[config.mk]
export PLATFORM = sky130hd
export DESIGN_NAME = integer_to_ascii_formatter_top_flat
export DESIGN_NICKNAME = d
export VERILOG_FILES = /design/src/rtl/core/itaf_pkg.sv /design/src/rtl/core/itaf_in_if.sv /design/src/rtl/core/itaf_out_if.sv /design/src/rtl/core/itaf_conv.sv /design/src/rtl/core/itaf_emit.sv /design/src/rtl/core/integer_to_ascii_formatter_top.sv /design/src/flat_wrapper.sv
export SDC_FILE = /design/constraint.sdc
export NUM_CORES = 1
export LEC_CHECK = 0
export BUFFER_PORTS_ARGS = -buffer_cell sky130_fd_sc_hd__buf_2
export CORE_ASPECT_RATIO = 0.9
export CORE_MARGIN = 2
export CORE_UTILIZATION = 60
export DETAILED_ROUTE_END_ITERATION = 6
export HOLD_SLACK_MARGIN = 0.1
export PLACE_DENSITY = 0.82
export SYNTH_ARGS = -nofsm -noshare
export SYNTH_HDL_FRONTEND = slang
export SYNTH_SLANG_ARGS = --single-unit
[constraint.sdc]
create_clock -name clk_i -period 11.7 [get_ports clk_i]
set_input_delay 2.34 -clock clk_i [delete_from_list [all_inputs] [get_ports clk_i]]
set_output_delay 2.34 -clock clk_i [all_outputs]
set_load 0.005 [all_outputs]
[src/rtl/core/itaf_pkg.sv]
// ============================================================================
// itaf_pkg: shared types and constants of the integer to ascii formatter
// Field widths, format codes, ascii codes and the hand-off record passed
// from the decimal converter to the character emitter.
// ============================================================================
package itaf_pkg;

  // field widths
  localparam int CmdW    = 3;
  localparam int ValueW  = 32;
  localparam int WidthW  = 4;
  localparam int CharW   = 8;
  localparam int HalfW   = 16;

  // decimal digit store
  localparam int NumDigits  = 10;
  localparam int DigitW     = 4;
  localparam int BcdW       = NumDigits * DigitW;
  localparam int HexDigits  = 4;
  localparam int HexW       = HexDigits * DigitW;
  localparam int ShortStart = 5;
  localparam int RemW       = $clog2(NumDigits + 1);

  // shift-and-add-3 converter: bits consumed per cycle and cycle count
  localparam int StepBits  = 4;
  localparam int ConvSteps = ValueW / StepBits;
  localparam int CntW      = $clog2(ConvSteps);

  // format codes
  localparam logic [CmdW-1:0] CmdS16 = 3'd0;
  localparam logic [CmdW-1:0] CmdU16 = 3'd1;
  localparam logic [CmdW-1:0] CmdS32 = 3'd2;
  localparam logic [CmdW-1:0] CmdU32 = 3'd3;
  localparam logic [CmdW-1:0] CmdHex = 3'd4;

  // ascii codes
  localparam logic [CharW-1:0] AsciiZero   = 8'h30;
  localparam logic [CharW-1:0] AsciiUpperA = 8'h41;
  localparam logic [CharW-1:0] AsciiMinus  = 8'h2D;

  typedef enum logic [1:0] {
    CvIdle,
    CvRun,
    CvDone
  } conv_state_e;

  // one converted number, most significant digit in the top nibble
  typedef struct packed {
    logic [BcdW-1:0]   digits;
    logic              neg;
    logic              hex;
    logic              short_fmt;
    logic [WidthW-1:0] width;
  } itaf_job_t;

endpackage

[src/rtl/core/itaf_in_if.sv]
// ============================================================================
// itaf_in_if: input channel of the formatter
// Valid/ready channel carrying the format command, the number and the
// minimum digit count.
// ============================================================================
interface itaf_in_if import itaf_pkg::*; ();

  logic              valid;
  logic              ready;
  logic [CmdW-1:0]   command;
  logic [ValueW-1:0] value;
  logic [WidthW-1:0] width;

  modport source (output valid, command, value, width, input ready);
  modport sink   (input valid, command, value, width, output ready);

endinterface

[src/rtl/core/itaf_out_if.sv]
// ============================================================================
// itaf_out_if: output channel of the formatter
// Valid/ready channel carrying one ascii character and its last flag.
// ============================================================================
interface itaf_out_if import itaf_pkg::*; ();

  logic             valid;
  logic             ready;
  logic [CharW-1:0] character;
  logic             last;

  modport source (output valid, character, last, input ready);
  modport sink   (input valid, character, last, output ready);

endinterface

[src/rtl/core/itaf_conv.sv]
// ============================================================================
// itaf_conv: binary to bcd converter
// Takes one input beat, forms the magnitude and runs shift-and-add-3 over
// it, four bits a cycle, into ten bcd digits. Hex bypasses the conversion.
// ============================================================================
module itaf_conv import itaf_pkg::*; (
  input  logic      clk_i,
  input  logic      rst_ni,
  itaf_in_if.sink   in_i,
  output logic      job_valid_o,
  output itaf_job_t job_o,
  input  logic      job_ready_i
);

  conv_state_e       state_q, state_d;
  logic [CntW-1:0]   cnt_q;
  logic [ValueW-1:0] bin_q, bin_w;
  logic [BcdW-1:0]   bcd_q, bcd_w;
  logic              neg_q, hex_q, short_q;
  logic [WidthW-1:0] width_q;

  logic              accept;
  logic              cmd_ok, is16, is_hex, is_neg;
  logic [HalfW-1:0]  v16;
  logic [ValueW-1:0] mag;

  assign accept = in_i.valid && in_i.ready;

  // decode the incoming command and form the magnitude
  always_comb begin
    cmd_ok = (in_i.command == CmdS16) || (in_i.command == CmdU16) ||
             (in_i.command == CmdS32) || (in_i.command == CmdU32) ||
             (in_i.command == CmdHex);
    is16   = (in_i.command == CmdS16) || (in_i.command == CmdU16);
    is_hex = (in_i.command == CmdHex);
    is_neg = ((in_i.command == CmdS16) && in_i.value[HalfW-1]) ||
             ((in_i.command == CmdS32) && in_i.value[ValueW-1]);
    v16    = in_i.value[HalfW-1:0];
    if (is16) begin
      mag = ValueW'(is_neg ? HalfW'(~v16 + 1'b1) : v16);
    end else begin
      mag = is_neg ? ValueW'(~in_i.value + 1'b1) : in_i.value;
    end
  end

  // four shift-and-add-3 steps per cycle
  always_comb begin
    bcd_w = bcd_q;
    bin_w = bin_q;
    for (int s = 0; s < StepBits; s++) begin
      for (int j = 0; j < NumDigits; j++) begin
        if (bcd_w[j*DigitW +: DigitW] >= 4'd5) begin
          bcd_w[j*DigitW +: DigitW] = bcd_w[j*DigitW +: DigitW] + 4'd3;
        end
      end
      bcd_w = {bcd_w[BcdW-2:0], bin_w[ValueW-1]};
      bin_w = {bin_w[ValueW-2:0], 1'b0};
    end
  end

  // next state
  always_comb begin
    state_d = state_q;
    unique case (state_q)
      CvIdle: begin
        if (accept && cmd_ok) begin
          state_d = is_hex ? CvDone : CvRun;
        end
      end
      CvRun: begin
        if (cnt_q == CntW'(ConvSteps - 1)) begin
          state_d = CvDone;
        end
      end
      CvDone: begin
        if (job_ready_i) begin
          state_d = CvIdle;
        end
      end
      default: state_d = CvIdle;
    endcase
  end

  // outputs
  always_comb begin
    in_i.ready      = (state_q == CvIdle);
    job_valid_o     = (state_q == CvDone);
    job_o.digits    = bcd_q;
    job_o.neg       = neg_q;
    job_o.hex       = hex_q;
    job_o.short_fmt = short_q;
    job_o.width     = width_q;
  end

  // control registers
  always_ff @(posedge clk_i or negedge rst_ni) begin
    if (!rst_ni) begin
      state_q <= CvIdle;
      cnt_q   <= '0;
    end else begin
      state_q <= state_d;
      if (accept) begin
        cnt_q <= '0;
      end else if (state_q == CvRun) begin
        cnt_q <= cnt_q + 1'b1;
      end
    end
  end

  // datapath registers
  always_ff @(posedge clk_i) begin
    if (accept) begin
      bin_q   <= is_hex ? '0 : mag;
      bcd_q   <= is_hex ? BcdW'(in_i.value[HexW-1:0]) : '0;
      neg_q   <= is_neg;
      hex_q   <= is_hex;
      short_q <= is16 && (mag != '0);
      width_q <= in_i.width;
    end else if (state_q == CvRun) begin
      bin_q <= bin_w;
      bcd_q <= bcd_w;
    end
  end

  // unused commands are dropped at once
  a_drop_unused: assert property (@(posedge clk_i) disable iff (!rst_ni)
    (accept && !cmd_ok) |=> (state_q == CvIdle))
    else $error("unused command did not return to idle");

  // conversion ends after a fixed number of steps
  a_run_len: assert property (@(posedge clk_i) disable iff (!rst_ni)
    (state_q == CvRun && cnt_q == CntW'(ConvSteps - 1)) |=> (state_q == CvDone))
    else $error("conversion overran its step count");

  // hex goes straight to hand-off
  a_hex_bypass: assert property (@(posedge clk_i) disable iff (!rst_ni)
    (accept && is_hex) |=> job_valid_o)
    else $error("hex beat not handed off next cycle");

  // hand-off frees the input side
  a_handoff: assert property (@(posedge clk_i) disable iff (!rst_ni)
    (job_valid_o && job_ready_i) |=> in_i.ready)
    else $error("input not ready after hand-off");

endmodule

[src/rtl/core/itaf_emit.sv]
// ============================================================================
// itaf_emit: character emitter
// Picks the digit positions to print, aligns them in a digit shift register
// and sends one ascii character per beat, minus sign first.
// ============================================================================
module itaf_emit import itaf_pkg::*; (
  input  logic        clk_i,
  input  logic        rst_ni,
  input  logic        job_valid_i,
  input  itaf_job_t   job_i,
  output logic        job_ready_o,
  itaf_out_if.source  out_o
);

  logic [BcdW-1:0]      dig_q, dig_d;
  logic                 neg_q, neg_d;
  logic [RemW-1:0]      rem_q, rem_d;

  logic                 busy, last_beat, out_acc, load;
  logic                 nz;
  logic [NumDigits-1:0] mask;
  logic [RemW-1:0]      k;
  logic [BcdW-1:0]      aligned;

  function automatic logic [CharW-1:0] nib_char(logic [DigitW-1:0] nib);
    if (nib < 4'd10) begin
      return AsciiZero + CharW'(nib);
    end
    return AsciiUpperA + CharW'(nib - 4'd10);
  endfunction

  assign busy        = neg_q || (rem_q != '0);
  assign last_beat   = !neg_q && (rem_q == RemW'(1));
  assign out_acc     = out_o.valid && out_o.ready;
  assign job_ready_o = !busy || (out_acc && last_beat);
  assign load        = job_valid_i && job_ready_o;

  // select printed positions: a suffix of the ten digits
  always_comb begin
    nz   = 1'b0;
    k    = '0;
    mask = '0;
    for (int p = 0; p < NumDigits; p++) begin
      nz = nz | (job_i.digits[BcdW-1-p*DigitW -: DigitW] != '0);
      if (job_i.hex) begin
        mask[p] = (p >= NumDigits - HexDigits);
      end else begin
        mask[p] = (p >= (job_i.short_fmt ? ShortStart : 0)) &&
                  (nz || (int'(job_i.width) >= NumDigits - p));
      end
      k = k + RemW'(mask[p]);
    end
    aligned = job_i.digits << (DigitW * (NumDigits - int'(k)));
  end

  // next values of the digit shift register
  always_comb begin
    dig_d = dig_q;
    neg_d = neg_q;
    rem_d = rem_q;
    if (load) begin
      dig_d = aligned;
      neg_d = job_i.neg;
      rem_d = k;
    end else if (out_acc) begin
      if (neg_q) begin
        neg_d = 1'b0;
      end else begin
        rem_d = rem_q - 1'b1;
        dig_d = dig_q << DigitW;
      end
    end
  end

  // output beat
  always_comb begin
    out_o.valid     = busy;
    out_o.last      = last_beat;
    out_o.character = neg_q ? AsciiMinus : nib_char(dig_q[BcdW-1 -: DigitW]);
  end

  // control registers
  always_ff @(posedge clk_i or negedge rst_ni) begin
    if (!rst_ni) begin
      neg_q <= 1'b0;
      rem_q <= '0;
    end else begin
      neg_q <= neg_d;
      rem_q <= rem_d;
    end
  end

  // digit shift register
  always_ff @(posedge clk_i) begin
    dig_q <= dig_d;
  end

  // never more digits than positions
  a_rem_range: assert property (@(posedge clk_i) disable iff (!rst_ni)
    rem_q <= RemW'(NumDigits))
    else $error("digit count out of range");

  // a minus sign is always followed by a digit
  a_neg_digit: assert property (@(posedge clk_i) disable iff (!rst_ni)
    neg_q |-> (rem_q != '0))
    else $error("minus sign without digits");

  // output goes quiet after the last beat unless a new number was loaded
  a_last_idle: assert property (@(posedge clk_i) disable iff (!rst_ni)
    (out_acc && last_beat && !load) |=> !busy)
    else $error("output still valid after last beat");

endmodule

[src/rtl/core/integer_to_ascii_formatter_top.sv]
// ============================================================================
// integer_to_ascii_formatter_top: number to ascii character stream
// Formats one number as signed/unsigned 16/32-bit decimal or 4-digit hex.
// ============================================================================
// A number is taken when the converter is idle. Decimal formats then run
// through the shift-and-add-3 converter (4 bits a cycle) and wait in
// hand-off until the emitter takes them; hex skips the conversion. The
// converter takes a new number only after handing off the last one. The
// emitter sends one character per beat, up to 11 per number (minus sign plus
// ten digits), and works on one number while the converter works on the next.
// The first character is ready once the number is handed off to the emitter.
// Unused commands, and decimal zero with a width of zero, give no output.
module integer_to_ascii_formatter_top import itaf_pkg::*; (
  input  logic       clk_i,
  input  logic       rst_ni,
  itaf_in_if.sink    in_i,
  itaf_out_if.source out_o
);

  logic      job_valid;
  logic      job_ready;
  itaf_job_t job;

  // binary to bcd
  itaf_conv u_conv (
    .clk_i       (clk_i),
    .rst_ni      (rst_ni),
    .in_i        (in_i),
    .job_valid_o (job_valid),
    .job_o       (job),
    .job_ready_i (job_ready)
  );

  // character stream
  itaf_emit u_emit (
    .clk_i       (clk_i),
    .rst_ni      (rst_ni),
    .job_valid_i (job_valid),
    .job_i       (job),
    .job_ready_o (job_ready),
    .out_o       (out_o)
  );

endmodule

[src/flat_wrapper.sv]
// flat-port wrapper written by rule: the top's interface ports become plain ports
module integer_to_ascii_formatter_top_flat import itaf_pkg::*;
  (clk_i, rst_ni, in_i_valid, in_i_command, in_i_value, in_i_width, in_i_ready, out_o_valid, out_o_character, out_o_last, out_o_ready);
  itaf_in_if in_i_i ();
  itaf_out_if out_o_i ();
  input  logic clk_i;
  input  logic rst_ni;
  input wire logic [$bits(in_i_i.valid)-1:0] in_i_valid;
  input wire logic [$bits(in_i_i.command)-1:0] in_i_command;
  input wire logic [$bits(in_i_i.value)-1:0] in_i_value;
  input wire logic [$bits(in_i_i.width)-1:0] in_i_width;
  output wire logic [$bits(in_i_i.ready)-1:0] in_i_ready;
  output wire logic [$bits(out_o_i.valid)-1:0] out_o_valid;
  output wire logic [$bits(out_o_i.character)-1:0] out_o_character;
  output wire logic [$bits(out_o_i.last)-1:0] out_o_last;
  input wire logic [$bits(out_o_i.ready)-1:0] out_o_ready;
  assign in_i_i.valid = in_i_valid;
  assign in_i_i.command = in_i_command;
  assign in_i_i.value = in_i_value;
  assign in_i_i.width = in_i_width;
  assign in_i_ready = in_i_i.ready;
  assign out_o_valid = out_o_i.valid;
  assign out_o_character = out_o_i.character;
  assign out_o_last = out_o_i.last;
  assign out_o_i.ready = out_o_ready;
  integer_to_ascii_formatter_top u_core (.clk_i(clk_i), .rst_ni(rst_ni), .in_i(in_i_i), .out_o(out_o_i));
endmodule
=== Word level (Yosys, flattened, before mapping) ===
Cells that the tools add are included.

* Equality and inequality tests: 12
* $lt $le $gt $ge: 61
* Shift operators: 1
* Reduce and logical (&&, ||, !) cells: 56
* Add/subtract/negate cells: 57
* Multiplexer cells: 79
* Bitwise operators: 11

{| class="wikitable"
|+ Operators by type and width
! kind !! number
|-
| $mux W40 || 5
|-
| $ge A4 B3 Y1 const B || 44
|-
| $mux W32 || 5
|-
| $mux W4 || 39
|-
| $add A4 B2 Y4 const B || 36
|-
| $ge A4 B32 Y1 const A || 4
|-
| $ge A3 B32 Y1 const A || 2
|-
| $reduce_bool A4 Y1 || 11
|-
| $shl A40 B32 Y40 || 1
|-
| $add A32 B1 Y32 const B || 1
|-
| $ge A1 B32 Y1 const A || 1
|-
| $ge A2 B32 Y1 const A || 1
|-
| $ge A5 B32 Y1 const A || 1
|-
| $mux W16 || 2
|-
| $not A32 Y32 || 1
|-
| $reduce_bool A32 Y1 || 1
|-
| $add A4 B1 Y4 || 6
|-
| $mux W8 || 3
|-
| $mux W3 || 7
|-
| $logic_and A1 B1 Y1 || 19
|-
| $logic_or A1 B1 Y1 || 17
|-
| $add A16 B1 Y16 const B || 1
|-
| $not A16 Y16 || 1
|-
| $mux W1 || 13
|-
| other kinds (32) || 55
|}

* Output and inout port bits: 11
* Bits of input ports: 43
* Register bits after elaboration: 129
* Logic and storage cells: 288

=== Longest topological paths before layout ===
* Depth in word-level cells: 17
* Mapped depth: 26
* Depth with buffers taken out: 26

=== Cells and area by module ===
Synthesis repeated with hierarchy kept, for this count alone.

* Cell total of the unflattened synthesis: 1,504
* Area, all modules: 12,964.9 um^2

{| class="wikitable"
|+ Modules (own cells, without submodules)
! module !! cells each !! sequential area each (um^2) !! area an instance (um^2) !! instances
|-
| itaf_conv || 1,076 || 2,497.4 || 8,898.5 || 1
|-
| itaf_emit || 428 || 1,326.3 || 4,066.4 || 1
|}

=== Least setup slack after synthesis ===
Ideal clock, no wire load.

* Path kind: register to register
* From: reg u_core.u_conv.bcd_q[24]
* To: reg u_core.u_emit.dig_q[32], data pin
* Cell stages (with the launch flop): 24
* Library setup time: 269 ps
* Buffers on the path: 2
* Setup slack: 5,335 ps
* Period minus slack after synthesis: 6,365 ps
* Data required time: 11,431 ps
* Data arrival time: 6,096 ps
* Cell sequence: edfxtp_1 > inv_1 > ha_1 > nor3b_1 > and3_1 > and3_1 > and4_1 > nand3_1 > nor4_1 > nand4_1 > fa_1 > inv_1 > fa_1 > fa_1 > inv_1 > ha_1 > fa_1 > ha_1 > clkbuf_1 > clkbuf_1 > mux4_2 > mux2_2 > a31oi_1 > o21ai_0

* Longest elaborated chain between the ends: 15
* Elaborated cells between the ends (all ways): 39
* Classes of those cells: add/sub (8); shift (1); mux (8); bitwise (7); reduce/logical (15)

{| class="wikitable"
|+ Ends and longest elaborated chain
! what !! RTL line !! RTL
|-
| start, declared || itaf_conv.sv:18 || <nowiki>logic [BcdW-1:0] bcd_q, bcd_w;</nowiki>
|-
| start signal, assigned || itaf_conv.sv:114 || <nowiki>bcd_q <= is_hex ? BcdW'(in_i.value[HexW-1:0]) : '0;</nowiki>
|-
| start signal, assigned || itaf_conv.sv:121 || <nowiki>bcd_q <= bcd_w;</nowiki>
|-
| $reduce_bool A4 Y1 || itaf_emit.sv:44 || <nowiki>nz = nz | (job_i.digits[BcdW-1-p*DigitW -: DigitW] != '0);</nowiki>
|-
| $or A1 B1 Y1 || itaf_emit.sv:44 ||
|-
| $logic_or A1 B1 Y1 or $or A1 B1 Y1 (tied branches) || itaf_emit.sv:49, itaf_emit.sv:44 ||
|-
| $logic_and A1 B1 Y1 (tied with other cells) || itaf_emit.sv:48 || <nowiki>mask[p] = (p >= (job_i.short_fmt ? ShortStart : 0)) &&</nowiki>
|-
| $mux W1 (tied with other cells) || itaf_emit.sv:45 || <nowiki>if (job_i.hex) begin</nowiki>
|-
| $add A3 B1 Y4 (tied with other cells) || itaf_emit.sv:51 || <nowiki>k = k + RemW'(mask[p]);</nowiki>
|-
| $add A4 B1 Y4 (tied with other cells) (4 in a row) || itaf_emit.sv:51 ||
|-
| $add A4 B1 Y4 or $mux W1 (tied branches) || itaf_emit.sv:51, itaf_emit.sv:45 ||
|-
| $add A4 B1 Y4 || itaf_emit.sv:51 ||
|-
| $sub A4 B4 Y5 || itaf_emit.sv:53 || <nowiki>aligned = job_i.digits << (DigitW * (NumDigits - int'(k)));</nowiki>
|-
| $shl A40 B32 Y40 * || itaf_emit.sv:53 ||
|-
| $mux W40 * || itaf_emit.sv:61 || <nowiki>if (load) begin</nowiki>
|-
| net u_core.u_emit.dig_d[32] || itaf_emit.sv:15 || <nowiki>logic [BcdW-1:0] dig_q, dig_d;</nowiki>
|-
| end signal, assigned || itaf_emit.sv:95 || <nowiki>dig_q <= dig_d;</nowiki>
|-
| end, declared || itaf_emit.sv:15 ||
|}

Mark *: on every way through the listed nets, which the timed path passes. The rest lies on a longest branch.
A chain may end at the register's enable or synchronous reset.

=== Final worst setup path ===
* From: reg u_core.u_conv.bcd_q[25]
* To: reg u_core.u_emit.dig_q[21], data pin

Same word-level chain as after synthesis.

==> flow_summary.toml <==
[global_route]
grt_pass1_wl_um = 49300
antenna_found_initial = 0
first_global_vias = 10000
grt_max_degree = 73
gr-total-overflow = 0
track_usage = 0.278

[logic_synthesis]
synth_edf_count = 119
yosys.area.top_type = "edfxtp_1"
yosysSeqAreaShare = 0.308
syn-cell-area_sq_um = 12400
ys_ff_latch = 129
post-synth-top-area-fraction = 0.288
synth_cells = 1437
synth_area_leaders = "edfxtp_1 (29%), ha_1 (10%), mux2i_1 (5.7%), o21ai_0 (5.2%), nand2_1 (4.7%)"
async_flop_share = 0.0775
synth_commonest_cells = "nand2_1 (156), o21ai_0 (128), edfxtp_1 (119)"
yosys.cell_types.count = 80
synth_nets = 1588
synth_warnings = 0
ys.flop_type = "edfxtp_1"
syn_area_per_cell_sq_um = 8.64
synth.most_common_cell = "nand2_1"

[timing]
finalCriticalPeriod_ns = 7.58
hold_viol = 0
fmax_mhz = 132
setup_violations = 0
rsz0062_at_grt = "false"
worstMarginPinSlew_ns = 1.11
clock_skew_ns = 0.0112
period_share = 0.648
final.setup.tns_ns = 0
final_max_slew_viol_count = 0
maxSlewHeadroom = 0.257

[floorplan]
num_rows = 49
initial_core_util = 0.616
dieHeight_um = 140
core_sq_um = 20200
die_w_um = 156
ios = 54
dieArea_sq_um = 21900

[setup_path]
crit_required_ns = 11.87
timing_worst_setup_path_type = "reg2reg"
ff2ff_setup_slack_ns = 4.12
critPathTopFamily = "simple AND/OR/NAND/NOR gates"
reg2reg_from = "u_core.u_conv.bcd_q[25]"
path_cells = "inv_1, ha_1, nor3b_1, and3_1, and3_1, and4_1, nand3_1, nor4_1, nand4_1, fa_1, inv_1, fa_1, fa_1, inv_1, ha_2, buf_4, ha_2, nand2b_1, nand3_1, and3_1, and3_1, nor2b_1, a221o_1"
crit_start = "u_core.u_conv.bcd_q[25]"
cp.arrival_ns = 7.76
crit_top_cell = "and3_1"
slowest_delay_ns = 0.64
cpMaxStageDelayCell = "nand3_1"
startpoint_type = "flip-flop"
endpoint_kind = "flip-flop"
worstPathMaxFanout = 61
timing.critical_path.buf_inv = 4

[placed_design]
dpl.hpwl_um = 21900
io_buffers = 52
place_congestion = 0.930

[drt]
drt_iter0_markers = 1156
wl_met3_um = 2330
drcViolationCount = 0
top_layer = "met4"
dr_wl_met2_um = 13800
drtPass1Iterations = 5
wl_per_cell_um = 17.6
via_count = 10800
drt-met1-wl_um = 13300
ant_nets = 0
finalWirelength_um = 30200
vias_per_cell = 6.27

[clock_tree]
htree_levels = 4
clk_latency_ns = 0.43
postCtsSetupBuffers = 0
cts_resized = 0
cts_max_path_buffers = 2
hold_buffers = 0
cts.clk_slew.worst_paths_ns = 0.06
root_buffer = "clkbuf_16"
clock-sinks = 129
cts_tree = "yes"
cts_buffers = 17

[outcome]
status = "completed"

[layout]
antennaDiodeCount = 0
multiInputGateArea_sq_um = 7930
regArea_sq_um = 3820
finish.utilization = 0.662
fin_nets = 1597
nFillCells = 1616
areaGrowthSynthToFinish_pct = 7.50
drive_above_1_share = 0.101

[run]
maxCapViolations = 0

[min_path]
min_from = "u_core.u_conv.neg_q"
min_path_type = "reg2reg"
-- cell families (layout without fill, tap and decap cells) --
| kind of cell | Yosys count | after routing | share of synthesized area |
|---|---|---|---|
| AND/OR/NAND/NOR | 468 | 468 | 0.180 |
| flip-flops | 129 | 129 | 0.308 |
| adder cells (fa/ha/maj) | 108 | 108 | 0.112 |
| multiplexers | 110 | 110 | 0.102 |
| other | 1 | 1 | 0.000302 |
| XOR/XNOR | 73 | 73 | 0.0515 |
| AO/OA/AOI/OAI | 373 | 373 | 0.191 |
| buffers and inverters | 175 | 197 | 0.0556 |
-- final timing paths --
check / cells past startpoint / to
max in group asynchronous: 1 / u_core.u_emit.rem_q[2]
min in group asynchronous: 1 / u_core.u_emit.neg_q
min: 2 / u_core.u_emit.neg_q
min reg2reg: 2 / u_core.u_emit.neg_q
max: 23 / u_core.u_emit.dig_q[21]
max reg2reg: 23 / u_core.u_emit.dig_q[21]
-- cell usage in the layout (no fill, tap or decap), types with 5 or more instances in the layout --
master	Yosys	routed
o21a_1	9	9
a31oi_1	16	16
buf_4	3	7
inv_6	0	5
mux2_2	28	28
a221o_1	5	5
buf_2	8	52
o21ai_0	128	128
edfxtp_1	119	119
fa_1	6	6
ha_1	102	100
a211o_1	5	5
o22ai_1	6	6
nand2_1	156	156
nor3_1	30	30
and3_1	6	6
o211ai_1	11	11
nor3b_1	15	15
nor2b_1	29	29
a21o_1	16	16
and2_1	5	5
mux2i_1	71	71
nor4_1	5	5
clkbuf_16	0	19
xor2_1	21	21
or2_2	5	5
inv_1	105	104
a21oi_1	76	75
nand3_1	34	34
a21boi_0	6	6
nor2_1	111	111
a211oi_1	19	19
mux4_2	10	10
o21bai_1	7	7
dfrtp_1	10	10
nand3b_1	5	5
nand2b_1	49	49
o31ai_1	10	10
a22o_1	21	21
xnor2_1	52	51
-- per-layer routing --
metal / global-route usage / vias up
met1: 0.397 / 5078
met4: 0.0811 / 0
met3: 0.0436 / 67
li1: - / 5158
met2: 0.439 / 452
met5: 0 / -
-- registers in the layout, indices dropped and copies added, names as in the netlist --
register               flops
u_core.u_conv.bcd_q       40
u_core.u_conv.bin_q       32
u_core.u_conv.cnt_q        3
u_core.u_conv.hex_q        1
u_core.u_conv.neg_q        1
u_core.u_conv.short_q      1
u_core.u_conv.state_q      2
u_core.u_conv.width_q      4
u_core.u_emit.dig_q       40
u_core.u_emit.neg_q        1
u_core.u_emit.rem_q        4
-- worst register-to-register path: cells and delay by family, from the launching register on --
family          cells  cell delay, ns
buf+inv             4            0.81
fa+ha+maj           6            2.36
compound gates      1            0.28
simple gates       12            3.42
flops               1            0.46
-- cell type report --
type                       count  share of cell area
tap                          255              0.0239
sequential                   129               0.286
multi-input combinational   1133               0.594
clock buffer                  20              0.0359
timing repair buffer          59              0.0234
inverter                     106              0.0298
clock inverter                12             0.00675
-- per-stage QoR --
step	instances	hold slack, ns	setup slack, ns	area, sq um
after floorplan	1437	0.426	5.34	12400
after global placement	1682	0.462	4.53	12800
after detailed placement	1682	0.479	4.34	12800
after CTS	1714	0.499	4.24	13400
after global routing	1714	0.530	3.58	13400
final	1714	0.494	4.12	13400
Power is not shown: default switching activity piles up to over one toggle a cycle in this logic, so the estimate is an artifact.
